===== src/rtl/fwb_pkg.sv =====
// Shared types and constants of the fixed-weight beamformer.
`default_nettype none

package fwb_pkg;

  // Widths of the item fields
  localparam int IDX_W    = 4;
  localparam int CNT_W    = 5;
  localparam int COEF_W   = 16;
  localparam int STAT_W   = 2;
  localparam int PROD_W   = 32;
  localparam int VALUE_W  = 36;
  localparam int CFG_IDX_W  = 2;
  localparam int CFG_DATA_W = 5;

  // Results per row never exceed this count
  localparam int RESULT_LIMIT = 16;

  // Request opcodes
  localparam logic OP_WEIGHT = 1'b0;
  localparam logic OP_SAMPLE = 1'b1;

  // Frame status codes
  localparam logic [STAT_W-1:0] STATUS_GOOD    = 2'd0;
  localparam logic [STAT_W-1:0] STATUS_INVALID = 2'd2;

  // Configuration register indexes
  localparam logic [CFG_IDX_W-1:0] CFG_CHANNELS = 2'd0;
  localparam logic [CFG_IDX_W-1:0] CFG_BEAMS    = 2'd1;
  localparam logic [CFG_IDX_W-1:0] CFG_ACCEPT   = 2'd2;

  typedef struct packed {
    logic                     op;
    logic [IDX_W-1:0]         beam_sel;
    logic [IDX_W-1:0]         channel_sel;
    logic signed [COEF_W-1:0] weight;
    logic signed [COEF_W-1:0] sample;
    logic [STAT_W-1:0]        frm_status;
  } in_t;

  typedef struct packed {
    logic signed [VALUE_W-1:0] value;
    logic [IDX_W-1:0]          out_index;
    logic                      bypassed;
    logic [STAT_W-1:0]         row_status;
    logic                      last;
  } out_t;

  // Tag that travels with each memory read through the MAC pipeline
  typedef struct packed {
    logic [IDX_W-1:0]  index;
    logic              first;
    logic              lastc;
    logic              bypass;
    logic              last;
    logic [STAT_W-1:0] row_status;
  } tag_t;

  // Commands from controller to datapath
  typedef struct packed {
    logic             wr_weight;
    logic             wr_sample;
    logic             rd;
    logic [IDX_W-1:0] rd_beam;
    logic [IDX_W-1:0] rd_chan;
    tag_t             tag;
  } cmd_t;

  // Status from datapath to controller
  typedef struct packed {
    logic pipe_busy;
  } status_t;

endpackage

`default_nettype wire


===== src/rtl/fwb_dp.sv =====
// Datapath of the beamformer: weight and row memories, MAC pipeline, output register.
`default_nettype none

module fwb_dp #(
  parameter int MAX_BEAMS    = 16,
  parameter int MAX_CHANNELS = 16
) (
  input  wire               clk,
  input  wire               rst_n,
  input  fwb_pkg::in_t      in_data,
  input  fwb_pkg::cmd_t     cmd,
  output fwb_pkg::status_t  dp_status,
  output logic              out_valid,
  input  wire               out_stall,
  output fwb_pkg::out_t     out_data
);

  localparam int WDEPTH = MAX_BEAMS * MAX_CHANNELS;
  localparam int WA     = (WDEPTH > 1) ? $clog2(WDEPTH) : 1;
  localparam int RA     = (MAX_CHANNELS > 1) ? $clog2(MAX_CHANNELS) : 1;

  logic signed [fwb_pkg::COEF_W-1:0] wmem [WDEPTH];
  logic signed [fwb_pkg::COEF_W-1:0] rmem [MAX_CHANNELS];

  logic [WA-1:0] w_waddr, w_raddr;
  logic [RA-1:0] r_waddr, r_raddr;

  logic signed [fwb_pkg::COEF_W-1:0] w_q_r, s_q_r;
  logic s1_valid_r;
  fwb_pkg::tag_t s1_tag_r;

  logic s2_valid_r;
  fwb_pkg::tag_t s2_tag_r;
  logic signed [fwb_pkg::PROD_W-1:0] prod_r;
  logic signed [fwb_pkg::COEF_W-1:0] samp_r;

  logic signed [fwb_pkg::VALUE_W-1:0] acc_r, acc_nxt;
  logic signed [fwb_pkg::VALUE_W-1:0] prod_ext, sum;
  logic out_valid_r, out_valid_nxt;
  fwb_pkg::out_t out_data_r, out_data_nxt;
  logic done;

  // Address the memories
  assign w_waddr = WA'(int'(in_data.beam_sel) * MAX_CHANNELS + int'(in_data.channel_sel));
  assign w_raddr = WA'(int'(cmd.rd_beam) * MAX_CHANNELS + int'(cmd.rd_chan));
  assign r_waddr = RA'(int'(in_data.channel_sel));
  assign r_raddr = RA'(int'(cmd.rd_chan));

  // Weight memory: one write port, one registered read port
  always_ff @(posedge clk) begin
    if (cmd.wr_weight) begin
      wmem[w_waddr] <= in_data.weight;
    end
    if (cmd.rd) begin
      w_q_r <= wmem[w_raddr];
    end
  end

  // Row buffer memory
  always_ff @(posedge clk) begin
    if (cmd.wr_sample) begin
      rmem[r_waddr] <= in_data.sample;
    end
    if (cmd.rd) begin
      s_q_r <= rmem[r_raddr];
    end
  end

  // Multiply stage
  always_ff @(posedge clk) begin
    s2_tag_r <= s1_tag_r;
    prod_r   <= w_q_r * s_q_r;
    samp_r   <= s_q_r;
    s1_tag_r <= cmd.tag;
  end

  // Accumulate and form the result
  assign prod_ext = {{(fwb_pkg::VALUE_W - fwb_pkg::PROD_W){prod_r[fwb_pkg::PROD_W-1]}},
                     prod_r};
  assign sum  = s2_tag_r.first ? prod_ext : acc_r + prod_ext;
  assign done = s2_valid_r && s2_tag_r.lastc;

  always_comb begin
    acc_nxt       = s2_valid_r ? sum : acc_r;
    out_valid_nxt = out_valid_r && out_stall;
    out_data_nxt  = out_data_r;
    if (done) begin
      out_valid_nxt           = 1'b1;
      out_data_nxt.value      = s2_tag_r.bypass ?
        {{(fwb_pkg::VALUE_W - fwb_pkg::COEF_W){samp_r[fwb_pkg::COEF_W-1]}}, samp_r} : sum;
      out_data_nxt.out_index  = s2_tag_r.index;
      out_data_nxt.bypassed   = s2_tag_r.bypass;
      out_data_nxt.row_status = s2_tag_r.row_status;
      out_data_nxt.last       = s2_tag_r.last;
    end
  end

  always_ff @(posedge clk) begin
    acc_r      <= acc_nxt;
    out_data_r <= out_data_nxt;
  end

  always_ff @(posedge clk) begin
    if (!rst_n) begin
      s1_valid_r  <= 1'b0;
      s2_valid_r  <= 1'b0;
      out_valid_r <= 1'b0;
    end else begin
      s1_valid_r  <= cmd.rd;
      s2_valid_r  <= s1_valid_r;
      out_valid_r <= out_valid_nxt;
    end
  end

  // Busy while reads are in flight or a result is held by the receiver
  assign dp_status.pipe_busy = s1_valid_r || s2_valid_r || (out_valid_r && out_stall);

  assign out_valid = out_valid_r;
  assign out_data  = out_data_r;

  // A held result is never overwritten
  a_no_overwrite: assert property (@(posedge clk) disable iff (!rst_n)
    (out_valid_r && out_stall) |-> !done)
    else $error("result overwritten while stalled");

  // Bypassed requests are single reads
  a_bypass_single: assert property (@(posedge clk) disable iff (!rst_n)
    (s2_valid_r && s2_tag_r.bypass) |-> (s2_tag_r.first && s2_tag_r.lastc))
    else $error("bypass request spans several reads");

endmodule

`default_nettype wire


===== config.mk =====
export PLATFORM = sky130hd
export DESIGN_NAME = fwb_dp
export DESIGN_NICKNAME = d
export VERILOG_FILES = /design/src/rtl/fwb_pkg.sv /design/src/rtl/fwb_dp.sv
export SDC_FILE = /design/constraint.sdc
export NUM_CORES = 2
export LEC_CHECK = 0
export BUFFER_PORTS_ARGS = -buffer_cell sky130_fd_sc_hd__buf_4
export CAP_MARGIN = 25
export CORE_UTILIZATION = 35
export DETAILED_ROUTE_END_ITERATION = 12
export HOLD_SLACK_MARGIN = 0.03
export PLACE_DENSITY = 0.61
export SETUP_SLACK_MARGIN = 0.5
export SYNTH_ARGS = -nofsm -noshare
export SYNTH_HDL_FRONTEND = slang
export SYNTH_MEMORY_MAX_BITS = 65536
export SYNTH_SLANG_ARGS = --single-unit

===== constraint.sdc =====
create_clock -name clk -period 6.4 [get_ports clk]
set_clock_uncertainty 0.1 [all_clocks]
set_input_delay 0.64 -clock clk [delete_from_list [all_inputs] [get_ports clk]]
set_output_delay 0.64 -clock clk [all_outputs]
set_load 0.02 [all_outputs]

==> results by group <==
Outcome
  • Status: finished clean

Logic synthesis
  • Yosys reg bits: 4535
  • Post-synthesis mux area share: about 18%
  • Synth Net Count: 8570
  • Asr flop ratio synth: 0%
  • Synth Area in Adders: under 10%
  • Number of synthesized flops with an enable pin: 4464
  • Synthesis Warnings: 0
  • Synth Area in Compound Gates: 0.7257%
  • Avg Cell Area, Syn: around 23 µm²
  • Seq/Total Area, Yosys: ~74%
  • Xor and xnor area share after synthesis: less than 1%
  • Top_reg_cell synth: edfxtp_1
  • Cells after Synth: about 8000
  • Synth unique cells: between 50 and 60
  • Post-Synth Simple-Gate Area: around 1.9%
  • Synthesized area: 182900 µm²
  • Largest family of logic cells by synthesized area: multiplexers

Cells and area
  • Layout Area Growth over Synthesis: 15.64%
  • Commonest cells after routing, fill and taps aside: edfxtp_1, mux4_2, buf_4, clkbuf_16, nor2_1
  • Fin nets: between 9000 and 10000
  • Fin util: between 40% and 50%
  • Fraction of layout cells with a size suffix above 1: between 30 and 40%
  • Commonest non-fill, non-tap cell in the layout: edfxtp_1
  • # fillers: about 45000

Power and ir drop
  • Pwr Total: about 86 mW
  • NetSw: around 25 mW
  • Leak: approximately 68 nW
  • Clock power frac: roughly 31%
  • Logic pwr share: 30.1%
  • Cell internal pwr: 60.76 mW
  • Worst vdd ir: between 1 and 1.5 mV
  • Seq pwr share: 38.8%
  • P per Cell Area: ~400 nW/µm²
  • Sw frac: between 20 and 30%

Worst setup path
  • Nature of the critical path endpoint: flip-flop
  • CP Max Fanout: 6
  • Worst Setup Start Kind: flip-flop
  • CP dominant cell by count: fa_1
  • Largest stage delay, worst path: 620 ps
  • Worst path arrival time: 6760 ps
  • CP bufs+invs: 4
  • Top delay family on crit path: adder cells
  • Reg2reg setup slack: roughly 400 ps
  • Slowest CP cell: fa_1
  • Critical path cell sequence: buf_6, buf_6, and2_4, fa_1, fa_1, fa_1, fa_1, fa_1, inv_1, fa_1, inv_2, ha_4, a21o_1, a21oi_2, o21bai_1, a21oi_1, nor2_2, o41ai_4, a21oi_2, a21o_1, a21oi_2, xnor2_1
  • CP required: 7160 ps
  • Crit Path Class: reg2reg

Floorplan
  • IO Count: 113
  • Die H: just over 700 µm
  • Initial Util: a little over a third
  • Horiz. Die Dim: around 720 µm
  • Die Area: between 500000 and 600000 µm²
  • Row count: approximately 270
  • Core ar.: about 520000 µm²

Detailed routing
  • DRC viols: 0
  • Initial drt markers: 9600
  • Vias/cell: 5.278
  • Final ANT Viol Nets: 0
  • Routed WL: between 400000 and 500000 µm
  • Via Count: about 86000
  • Wirelength per Cell: about 28 µm
  • Initial DRT Pass Iterations: 5

Clock network
  • Total CTS buffers: 457
  • CTS tree: yes
  • Clock root buffer: clkbuf_16
  • Worst-path clk slew: 60 ps
  • Clock Latency Late Sink: around 1100 ps
  • H-tree depth: 5
  • CTS sink count: 4535
  • Deepest clock path buffer count: 4

GRT
  • Initial antenna violation count: 41
  • First-pass GRT wire length: between 600000 and 700000 µm
  • Pin count of the biggest net entering global routing: between 200 and 250
  • Vias in the first global route: about 88000
  • GRT Resource Usage Total: between 10% and 20%
  • GRT overflow: 0

STA
  • Slew Limit Fails: 0
  • Setup tns final: 0 ps
  • Highest clock rate: ~0.17 GHz
  • Fin crit period: approximately 6000 ps
  • Fin. Hold Viols: 0
  • Slew margin rel.: roughly 17%
  • Final worst-path cycle share: a little over nine tenths
  • Final setup fails: 0
  • RSZ-0062 raised after global routing: true
  • Measured slew at the worst slew-check pin: about 1200 ps

Min path
  • Hold crit path type: in2reg

Placed design
  • RD Place Congestion: ~0.81
  • IO Port Bufs: around 110
  • DP HPWL: 276000 µm

Flow run
  • MaxCap Viol Count: 0
[routing by layer]
metal	vias up	global-route usage (%)	share of wire [%]
met4	12	5.082	3.0
li1	35073	-	-
met3	611	2.665	7.1
met2	3322	27.11	48
met1	46494	23.35	41
met5	-	0	0.017
[power groups by stage]
| stage | Combinational (mW) | Sequential, mW | Clock, mW |
|---|---|---|---|
| final | 25.9 | 33.5 | 26.8 |
| after global routing | 28.9 | 33.5 | 28.3 |
| after CTS | 24.1 | 33.5 | 27.2 |
| after detailed placement | 22.3 | 34.1 | 0 |
| after global placement | 22.0 | 34.1 | 0 |
| after floorplan | 16.1 | 34.1 | 0 |
[stage by stage]
stage / area [µm²] / instances / hold WS (ps) / worst slack [ps]
after global routing: 211500 / 16185 / 53.80 / 188.6
after CTS: 210900 / 16147 / 45.27 / 378.7
after detailed placement: 195200 / 15248 / 212.8 / -5.492
final: 211600 / 16202 / 99.02 / 400.6
after floorplan: 183000 / 8123 / 209.6 / 514.8
after global placement: 195100 / 15237 / 217.5 / -92.94
[state kept, by name, indices dropped and copies added, names as in the netlist]
signal      count
wmem         4096
rmem          256
out_data       44
acc_r          36
prod_r         32
s_q_r          16
samp_r         16
w_q_r          16
s1_tag_r       10
s2_tag_r       10
out_valid       1
s1_valid_r      1
s2_valid_r      1
[final timing paths]
| check | startpoint | endpoint | depth (start not counted) |
|---|---|---|---|
| worst min register to register | s1_tag_r[1]$_DFF_P_ | s2_tag_r[1]$_DFF_P_ | 0 |
| worst max register to register | w_q_r[6]$_DFFE_PP_ | prod_r[31]$_DFF_P_ | 22 |
| worst min-delay path | cmd[19] | rmem[10][4]$_DFFE_PP_ | 2 |
| worst max-delay path | w_q_r[6]$_DFFE_PP_ | prod_r[31]$_DFF_P_ | 22 |
[synthesized netlist by cell type, types with 11 or more instances]
master | number | area, µm²
a21o_1 | 23 | 172.7
a21oi_1 | 68 | 340.3
and2_1 | 135 | 844.6
and3_1 | 17 | 106.4
buf_1 | 56 | 210.2
buf_2 | 94 | 470.5
clkbuf_1 | 258 | 968.4
dfxtp_1 | 71 | 1421
edfxtp_1 | 4464 | 134000
fa_1 | 263 | 5265
ha_1 | 117 | 1464
inv_1 | 299 | 1122
mux2_2 | 20 | 225.2
mux4_2 | 1436 | 32340
nand2_1 | 194 | 728.2
nand2b_1 | 11 | 68.82
nand3_1 | 32 | 160.2
nor2_1 | 316 | 1186
nor2b_1 | 21 | 131.4
nor3_1 | 14 | 70.07
o21a_1 | 16 | 120.1
o21ai_0 | 47 | 235.2
o21bai_1 | 14 | 105.1
xnor2_1 | 43 | 376.6
xor2_1 | 19 | 166.4
[final cells by class]
type	instances	area, µm²	area share (%)
flip-flops and latches	4535	135500	64.04
well taps	6942	8686	4.106
diodes	25	62.56	0.02957
repair buffers	674	6118	2.892
clock buffers	557	11850	5.603
clock inverters	291	3187	1.506
inverters	301	1134	0.5358
multi-input cells	2877	45040	21.29
[timing repair]
item,in CTS,in global routing
setup endpoints to repair,8,13
hold buffers,41,0
gates resized for setup,36,54
setup buffers,10,23
pin swaps,23,57
endpoints found under the hold margin,800,0
[cell families (layout without fill, tap and decap cells)]
kind of cell    count (synthesis)  count (layout)
flops                        4535            4535
mux                          1463            1463
simple gates                  759             759
buf+inv                       711            1823
fa+ha+maj                     380             380
compound gates                213             213
xor+xnor                       62              62
other cells                     0              25
(Power assumes the default switching activity.)
