==> config.mk <==
export PLATFORM = sky130hd
export DESIGN_NAME = fwb_ctrl
export DESIGN_NICKNAME = d
export VERILOG_FILES = /design/src/rtl/fwb_pkg.sv /design/src/rtl/fwb_ctrl.sv
export SDC_FILE = /design/constraint.sdc
export NUM_CORES = 1
export LEC_CHECK = 0
export BUFFER_PORTS_ARGS = -buffer_cell sky130_fd_sc_hd__clkbuf_2
export CORE_MARGIN = 5
export CORE_UTILIZATION = 53
export CTS_BUF_LIST = sky130_fd_sc_hd__clkbuf_4 sky130_fd_sc_hd__clkbuf_8 sky130_fd_sc_hd__clkbuf_16
export DETAILED_ROUTE_END_ITERATION = 6
export PLACE_DENSITY = 0.86
export SETUP_SLACK_MARGIN = 0.05
export SYNTH_ARGS = -nofsm -noshare
export SYNTH_HDL_FRONTEND = slang
export SYNTH_SLANG_ARGS = --single-unit
==> constraint.sdc <==
create_clock -name clk -period 8.24 [get_ports clk]
set_clock_uncertainty 0.2 [all_clocks]
set_input_delay 2.472 -clock clk [delete_from_list [all_inputs] [get_ports clk]]
set_output_delay 2.472 -clock clk [all_outputs]
set_load 0.02 [all_outputs]
==> src/rtl/fwb_pkg.sv <==
// Shared types and constants of the fixed-weight beamformer.
`default_nettype none

package fwb_pkg;

  // Widths of the item fields
  localparam int IDX_W    = 4;
  localparam int CNT_W    = 5;
  localparam int COEF_W   = 16;
  localparam int STAT_W   = 2;
  localparam int PROD_W   = 32;
  localparam int VALUE_W  = 36;
  localparam int CFG_IDX_W  = 2;
  localparam int CFG_DATA_W = 5;

  // Results per row never exceed this count
  localparam int RESULT_LIMIT = 16;

  // Request opcodes
  localparam logic OP_WEIGHT = 1'b0;
  localparam logic OP_SAMPLE = 1'b1;

  // Frame status codes
  localparam logic [STAT_W-1:0] STATUS_GOOD    = 2'd0;
  localparam logic [STAT_W-1:0] STATUS_INVALID = 2'd2;

  // Configuration register indexes
  localparam logic [CFG_IDX_W-1:0] CFG_CHANNELS = 2'd0;
  localparam logic [CFG_IDX_W-1:0] CFG_BEAMS    = 2'd1;
  localparam logic [CFG_IDX_W-1:0] CFG_ACCEPT   = 2'd2;

  typedef struct packed {
    logic                     op;
    logic [IDX_W-1:0]         beam_sel;
    logic [IDX_W-1:0]         channel_sel;
    logic signed [COEF_W-1:0] weight;
    logic signed [COEF_W-1:0] sample;
    logic [STAT_W-1:0]        frm_status;
  } in_t;

  typedef struct packed {
    logic signed [VALUE_W-1:0] value;
    logic [IDX_W-1:0]          out_index;
    logic                      bypassed;
    logic [STAT_W-1:0]         row_status;
    logic                      last;
  } out_t;

  // Tag that travels with each memory read through the MAC pipeline
  typedef struct packed {
    logic [IDX_W-1:0]  index;
    logic              first;
    logic              lastc;
    logic              bypass;
    logic              last;
    logic [STAT_W-1:0] row_status;
  } tag_t;

  // Commands from controller to datapath
  typedef struct packed {
    logic             wr_weight;
    logic             wr_sample;
    logic             rd;
    logic [IDX_W-1:0] rd_beam;
    logic [IDX_W-1:0] rd_chan;
    tag_t             tag;
  } cmd_t;

  // Status from datapath to controller
  typedef struct packed {
    logic pipe_busy;
  } status_t;

endpackage

`default_nettype wire

==> src/rtl/fwb_ctrl.sv <==
// Controller of the beamformer: configuration, row status and MAC sequencing.
`default_nettype none

module fwb_ctrl #(
  parameter int MAX_BEAMS    = 16,
  parameter int MAX_CHANNELS = 16
) (
  input  wire                             clk,
  input  wire                             rst_n,
  input  wire                             in_valid,
  output logic                            in_stall,
  input  fwb_pkg::in_t                    in_data,
  input  wire                             cfg_valid,
  output logic                            cfg_ready,
  input  wire [fwb_pkg::CFG_IDX_W-1:0]    cfg_index,
  input  wire [fwb_pkg::CFG_DATA_W-1:0]   cfg_data,
  input  fwb_pkg::status_t                dp_status,
  output fwb_pkg::cmd_t                   cmd
);

  localparam int CH_BOUND = (MAX_CHANNELS < fwb_pkg::RESULT_LIMIT) ?
                            MAX_CHANNELS : fwb_pkg::RESULT_LIMIT;
  localparam int BM_BOUND = (MAX_BEAMS < fwb_pkg::RESULT_LIMIT) ?
                            MAX_BEAMS : fwb_pkg::RESULT_LIMIT;

  localparam logic [1:0] S_IDLE  = 2'd0;
  localparam logic [1:0] S_WAIT  = 2'd1;
  localparam logic [1:0] S_ISSUE = 2'd2;

  localparam logic [fwb_pkg::CNT_W-1:0] ONE = 5'd1;

  logic [1:0] state_r, state_nxt;
  logic [fwb_pkg::CNT_W-1:0] chans_r, chans_nxt;
  logic [fwb_pkg::CNT_W-1:0] beams_r, beams_nxt;
  logic accept_inv_r, accept_inv_nxt;
  logic [fwb_pkg::STAT_W-1:0] status_r, status_nxt;
  logic [fwb_pkg::STAT_W-1:0] rs_r, rs_nxt;
  logic byp_r, byp_nxt;
  logic [fwb_pkg::IDX_W-1:0] item_r, item_nxt;
  logic [fwb_pkg::IDX_W-1:0] chan_r, chan_nxt;

  logic [fwb_pkg::CNT_W-1:0] nch, nbm, nitems;
  logic accept, in_row, row_end;
  logic [fwb_pkg::STAT_W-1:0] samp_st, st_max;
  logic chan_last, item_last;

  // Map a count register to its effective value: zero acts as one, clip at bound
  function automatic logic [fwb_pkg::CNT_W-1:0] clamp_count(
    input logic [fwb_pkg::CNT_W-1:0] v,
    input logic [fwb_pkg::CNT_W-1:0] bound
  );
    logic [fwb_pkg::CNT_W-1:0] r;
    if (v == '0) begin
      r = ONE;
    end else if (v > bound) begin
      r = bound;
    end else begin
      r = v;
    end
    return r;
  endfunction

  assign nch = clamp_count(chans_r, fwb_pkg::CNT_W'(CH_BOUND));
  assign nbm = clamp_count(beams_r, fwb_pkg::CNT_W'(BM_BOUND));
  assign nitems = byp_r ? nch : nbm;

  assign cfg_ready = 1'b1;
  assign in_stall  = (state_r != S_IDLE);
  assign accept    = in_valid && !in_stall;

  // Decode the incoming sample against the row
  assign samp_st = (in_data.frm_status > fwb_pkg::STATUS_INVALID) ?
                   fwb_pkg::STATUS_INVALID : in_data.frm_status;
  assign st_max  = (samp_st > status_r) ? samp_st : status_r;
  assign in_row  = {1'b0, in_data.channel_sel} < nch;
  assign row_end = in_row && ({1'b0, in_data.channel_sel} == nch - ONE);

  assign chan_last = ({1'b0, chan_r} == nch - ONE);
  assign item_last = ({1'b0, item_r} == nitems - ONE);

  // Take configuration writes
  always_comb begin
    chans_nxt      = chans_r;
    beams_nxt      = beams_r;
    accept_inv_nxt = accept_inv_r;
    if (cfg_valid && cfg_ready) begin
      unique case (cfg_index)
        fwb_pkg::CFG_CHANNELS: chans_nxt      = cfg_data;
        fwb_pkg::CFG_BEAMS:    beams_nxt      = cfg_data;
        fwb_pkg::CFG_ACCEPT:   accept_inv_nxt = cfg_data[0];
        default: ;
      endcase
    end
  end

  // Sequence requests, then one MAC pass per beam or one read per bypassed channel
  always_comb begin
    state_nxt  = state_r;
    status_nxt = status_r;
    rs_nxt     = rs_r;
    byp_nxt    = byp_r;
    item_nxt   = item_r;
    chan_nxt   = chan_r;
    cmd        = '0;
    unique case (state_r)
      S_IDLE: begin
        if (accept) begin
          if (in_data.op == fwb_pkg::OP_WEIGHT) begin
            cmd.wr_weight = (int'(in_data.beam_sel) < MAX_BEAMS) &&
                            (int'(in_data.channel_sel) < MAX_CHANNELS);
          end else if (in_row) begin
            cmd.wr_sample = 1'b1;
            status_nxt    = st_max;
            if (row_end) begin
              status_nxt = fwb_pkg::STATUS_GOOD;
              rs_nxt     = st_max;
              byp_nxt    = (st_max == fwb_pkg::STATUS_INVALID) && !accept_inv_r;
              item_nxt   = '0;
              chan_nxt   = '0;
              state_nxt  = S_WAIT;
            end
          end
        end
      end
      S_WAIT: begin
        if (!dp_status.pipe_busy) begin
          state_nxt = S_ISSUE;
        end
      end
      S_ISSUE: begin
        cmd.rd             = 1'b1;
        cmd.rd_beam        = item_r;
        cmd.rd_chan        = byp_r ? item_r : chan_r;
        cmd.tag.index      = item_r;
        cmd.tag.bypass     = byp_r;
        cmd.tag.row_status = rs_r;
        cmd.tag.first      = byp_r || (chan_r == '0);
        cmd.tag.lastc      = byp_r || chan_last;
        cmd.tag.last       = cmd.tag.lastc && item_last;
        if (cmd.tag.lastc) begin
          chan_nxt  = '0;
          item_nxt  = item_r + 1'b1;
          state_nxt = item_last ? S_IDLE : S_WAIT;
        end else begin
          chan_nxt = chan_r + 1'b1;
        end
      end
      default: state_nxt = S_IDLE;
    endcase
  end

  always_ff @(posedge clk) begin
    if (!rst_n) begin
      state_r      <= S_IDLE;
      chans_r      <= 5'd16;
      beams_r      <= 5'd16;
      accept_inv_r <= 1'b0;
      status_r     <= fwb_pkg::STATUS_GOOD;
      rs_r         <= fwb_pkg::STATUS_GOOD;
      byp_r        <= 1'b0;
      item_r       <= '0;
      chan_r       <= '0;
    end else begin
      state_r      <= state_nxt;
      chans_r      <= chans_nxt;
      beams_r      <= beams_nxt;
      accept_inv_r <= accept_inv_nxt;
      status_r     <= status_nxt;
      rs_r         <= rs_nxt;
      byp_r        <= byp_nxt;
      item_r       <= item_nxt;
      chan_r       <= chan_nxt;
    end
  end

  // Reads stay inside the row and the result count
  a_issue_in_range: assert property (@(posedge clk) disable iff (!rst_n)
    (state_r == S_ISSUE) |-> (({1'b0, chan_r} < nch) && ({1'b0, item_r} < nitems)))
    else $error("read issued outside the row");

  // The row status starts over after the end of a row
  a_status_clear: assert property (@(posedge clk) disable iff (!rst_n)
    (accept && in_data.op == fwb_pkg::OP_SAMPLE && row_end) |=>
      (status_r == fwb_pkg::STATUS_GOOD && state_r == S_WAIT))
    else $error("row status not cleared at end of row");

endmodule

`default_nettype wire

==> summary.txt <==
Run status
  • Outcome: complete, no violations

Clock network
  • Htree depth: 1
  • CTS Sinks: 26
  • CTS tree: built
  • Clk Latency, worst-skew pair: 0.27 ns
  • CTS root buffer: clkbuf_8
  • Clock buffer depth: 2
  • Cts-stage hold buffer count: 0
  • PostCTS Resize Cnt: 0
  • CTS buffer count: 3
  • Setup Buffers After CTS: 0
  • Clock transition at path regs: 0.09 ns

Layout
  • Area growth from synthesis to layout: 12.8%
  • Storage element area: 520 sq um
  • Fill cells: 331
  • Area of the multi-input gates: 0.00134 sq mm
  • Commonest cells after routing, fill and taps aside: clkbuf_2 (40), dfxtp_1 (26), nand2_1 (17), nor2_1 (17), nor2b_1 (16)
  • Share of cells above drive strength 1: 19.5%
  • Ant diodes: 0
  • Commonest non-fill, non-tap cell in the layout: clkbuf_2
  • Fin nets: 345

Timing
  • Final hold violation count: 0
  • Worst Tran Pin Value: 0.965 ns
  • Final min period: 6.50 ns
  • RSZ-0062 raised after global routing: false
  • Final Slew Violations: 0
  • Rel. slew slack: 35.5%
  • Setup TNS: 0 ns
  • Number of setup violations in the final report: 0
  • Final period util: 78.9%
  • Fmax: 154 MHz

Worst setup path
  • Critical path type: input pin to output port
  • Slowest CP cell: ha_1
  • CP endpoint kind: output port
  • Crit path cell chain: clkbuf_2 > ha_1 > nor2b_1 > o2111ai_1 > o2111ai_1 > inv_1 > clkbuf_2
  • Critical path's largest stage delay: 0.28 ns
  • CP delay by family, top: compound AO/OA/AOI/OAI gates
  • Worst r2r src: chans_r[4]
  • Buf+Inv Stages, Crit Path: 3
  • CP Max Fanout: 4
  • CP Launch Point: in_data[35]
  • Startpoint types: input pin
  • CP Data Required Time: 5.57 ns
  • Worst path arrival time: 3.83 ns

Yosys
  • Primary FF master, synth: dfxtp_1
  • Register area share after synthesis: 26.2%
  • Fraction of registers with async set/reset: 0%
  • Synthesized Nets: 315
  • Post-synth cell types: 54
  • Synth Cell Area: 0.00199 sq mm
  • Number of synthesized flops with an enable pin: 0
  • YS warnings: 0
  • Yosys reg bits: 26
  • Avg Inst Size Synth: 8.02 sq um
  • Synth Instances: 248

Power
  • Sequential cell fraction of total power: 48.1%
  • Pleak: 0.969 nW
  • Clk pwr share: 38.1%
  • Sw Ratio: 23.6%
  • NetSw: 0.0649 mW
  • Power Dens Cells: 123 mW/mm^2
  • Total Power: 0.275 mW
  • Cell Int Power: 0.210 mW
  • Max VDD drop: 0.000106 V
  • Combinational share of power: 13.8%

Floorplan
  • Die height: 71.3 microns
  • Die Wd: 71.3 microns
  • FP Rows: 22
  • Initial Util: 54.3%
  • # IOs: 78
  • Die area: 0.00508 sq mm
  • Core area: 0.00366 sq mm

Routing
  • Via density per instance: 5.73
  • Avg WL per Cell: 14.2 microns
  • Vias after detailed routing: 1861
  • Drc violations: 0
  • Initial DRC count: 105
  • DRT Pass-1 Iters: 4
  • Routed WL: 4.60 mm
  • Post-DRT Antenna Nets: 0

GRT
  • Initial antenna violation count: 0
  • Vias in the first global route: 1766
  • Largest net degree at the start of global routing: 29
  • GRT Util Overall: 19.2%
  • Overflow after GRT: 0
  • Global-route wire length before repair: 8.10 mm

Hold path
  • Hold path start: status_r[1]
  • Min-Delay Path Class: flip-flop to flip-flop

Placement
  • Detailed placer's ending HPWL: 3.43 mm
  • Buffers on Ports: 40
  • Gp weighted congestion: 0.893

Flow run
  • Max cap viols: 0
[power groups by stage]
stage | clock network, mW | logic (mW) | registers (mW)
after floorplan | 0 | 0.0276 | 0.133
after global placement | 0 | 0.0361 | 0.135
after detailed placement | 0 | 0.0372 | 0.135
after CTS | 0.106 | 0.0378 | 0.132
after global routing | 0.112 | 0.0427 | 0.133
final | 0.105 | 0.0379 | 0.132
[routing by layer]
layer  global-route usage [%]  wire length, microns  up-vias
met2                     32.3                  2300       44
li1                         -                     -      941
met1                     25.7                  2080      871
met5                        0                     0        -
met4                     4.59                    33        0
met3                     2.95                   197        5
[tightest hold or removal path: stages (launching register included)]
cell     delay, ns
dfxtp_1       0.33
nand2_1       0.06
a21oi_1       0.06
[metrics by stage]
| stage | worst slack (ns) | util (%) | std cells | area, sq um | hold slack, ns |
|---|---|---|---|---|---|
| 2_1_floorplan | 2.12 | - | 248 | 1990 | 0.231 |
| 3_5_place_dp | 1.73 | 59.3 | 321 | 2170 | 0.287 |
| 4_1_cts | 1.72 | 61.3 | 325 | 2240 | 0.300 |
| 5_1_grt | 1.59 | 61.3 | 325 | 2240 | 0.318 |
| 3_3_place_gp | 1.74 | 59.3 | 321 | 2170 | 0.241 |
| 6_report | 1.74 | 61.3 | 325 | 2240 | 0.296 |
[synthesized netlist by cell type (3+ instances only)]
cell / n / share of area (%)
nor3_1: 6 / 1.5
o21ai_0: 10 / 2.5
nor2b_1: 16 / 5.0
and3b_1: 3 / 1.3
nand2_1: 17 / 3.2
nor2_1: 17 / 3.2
mux2i_1: 14 / 7.0
inv_1: 14 / 2.6
a21boi_0: 3 / 1.1
nand3_1: 9 / 2.3
and2_1: 9 / 2.8
buf_4: 5 / 1.9
a21oi_1: 12 / 3.0
ha_1: 12 / 7.5
nand2b_1: 4 / 1.3
xnor2_1: 3 / 1.3
dfxtp_1: 26 / 26
nand3b_1: 4 / 1.5
o21a_1: 6 / 2.3
clkbuf_1: 7 / 1.3
nor3b_1: 5 / 1.9
o211ai_1: 7 / 2.6
a31oi_1: 3 / 0.94
[path summary, 6_finish.rpt]
path | slack [ns] | to | depth (start not counted)
min reg2reg | 0.30 | status_r[1] | 2
max reg2reg | 4.75 | chan_r[1] | 10
max | 1.74 | cmd[19] | 7
min | 0.30 | status_r[1] | 2
[registers in the layout (all words and copies together) (netlist names)]
| signal | cells |
|---|---|
| accept_inv_r | 1 |
| beams_r | 5 |
| byp_r | 1 |
| chan_r | 4 |
| chans_r | 5 |
| item_r | 4 |
| rs_r | 2 |
| state_r | 2 |
| status_r | 2 |
[logic make-up after synthesis]
kind of cell               synth area share, %
other                                    0.188
AOI/OAI and AO/OA                         21.3
DFF                                       26.2
muxes                                     7.61
buffers and inverters                     6.73
xor gates and xnor gates                  1.32
and+or+nand+nor                           29.2
adders and majority gates                 7.55
[cell type report]
type                    instances  area share [%]
flip-flops and latches         26            23.2
clock buffers                   3            1.84
inverters                      15            2.51
multi-input cells             192            59.5
clock inverters                 1            1.34
well taps                      48            2.68
repair buffers                 40            8.92
Note: power is estimated with default switching activity, not from simulation.
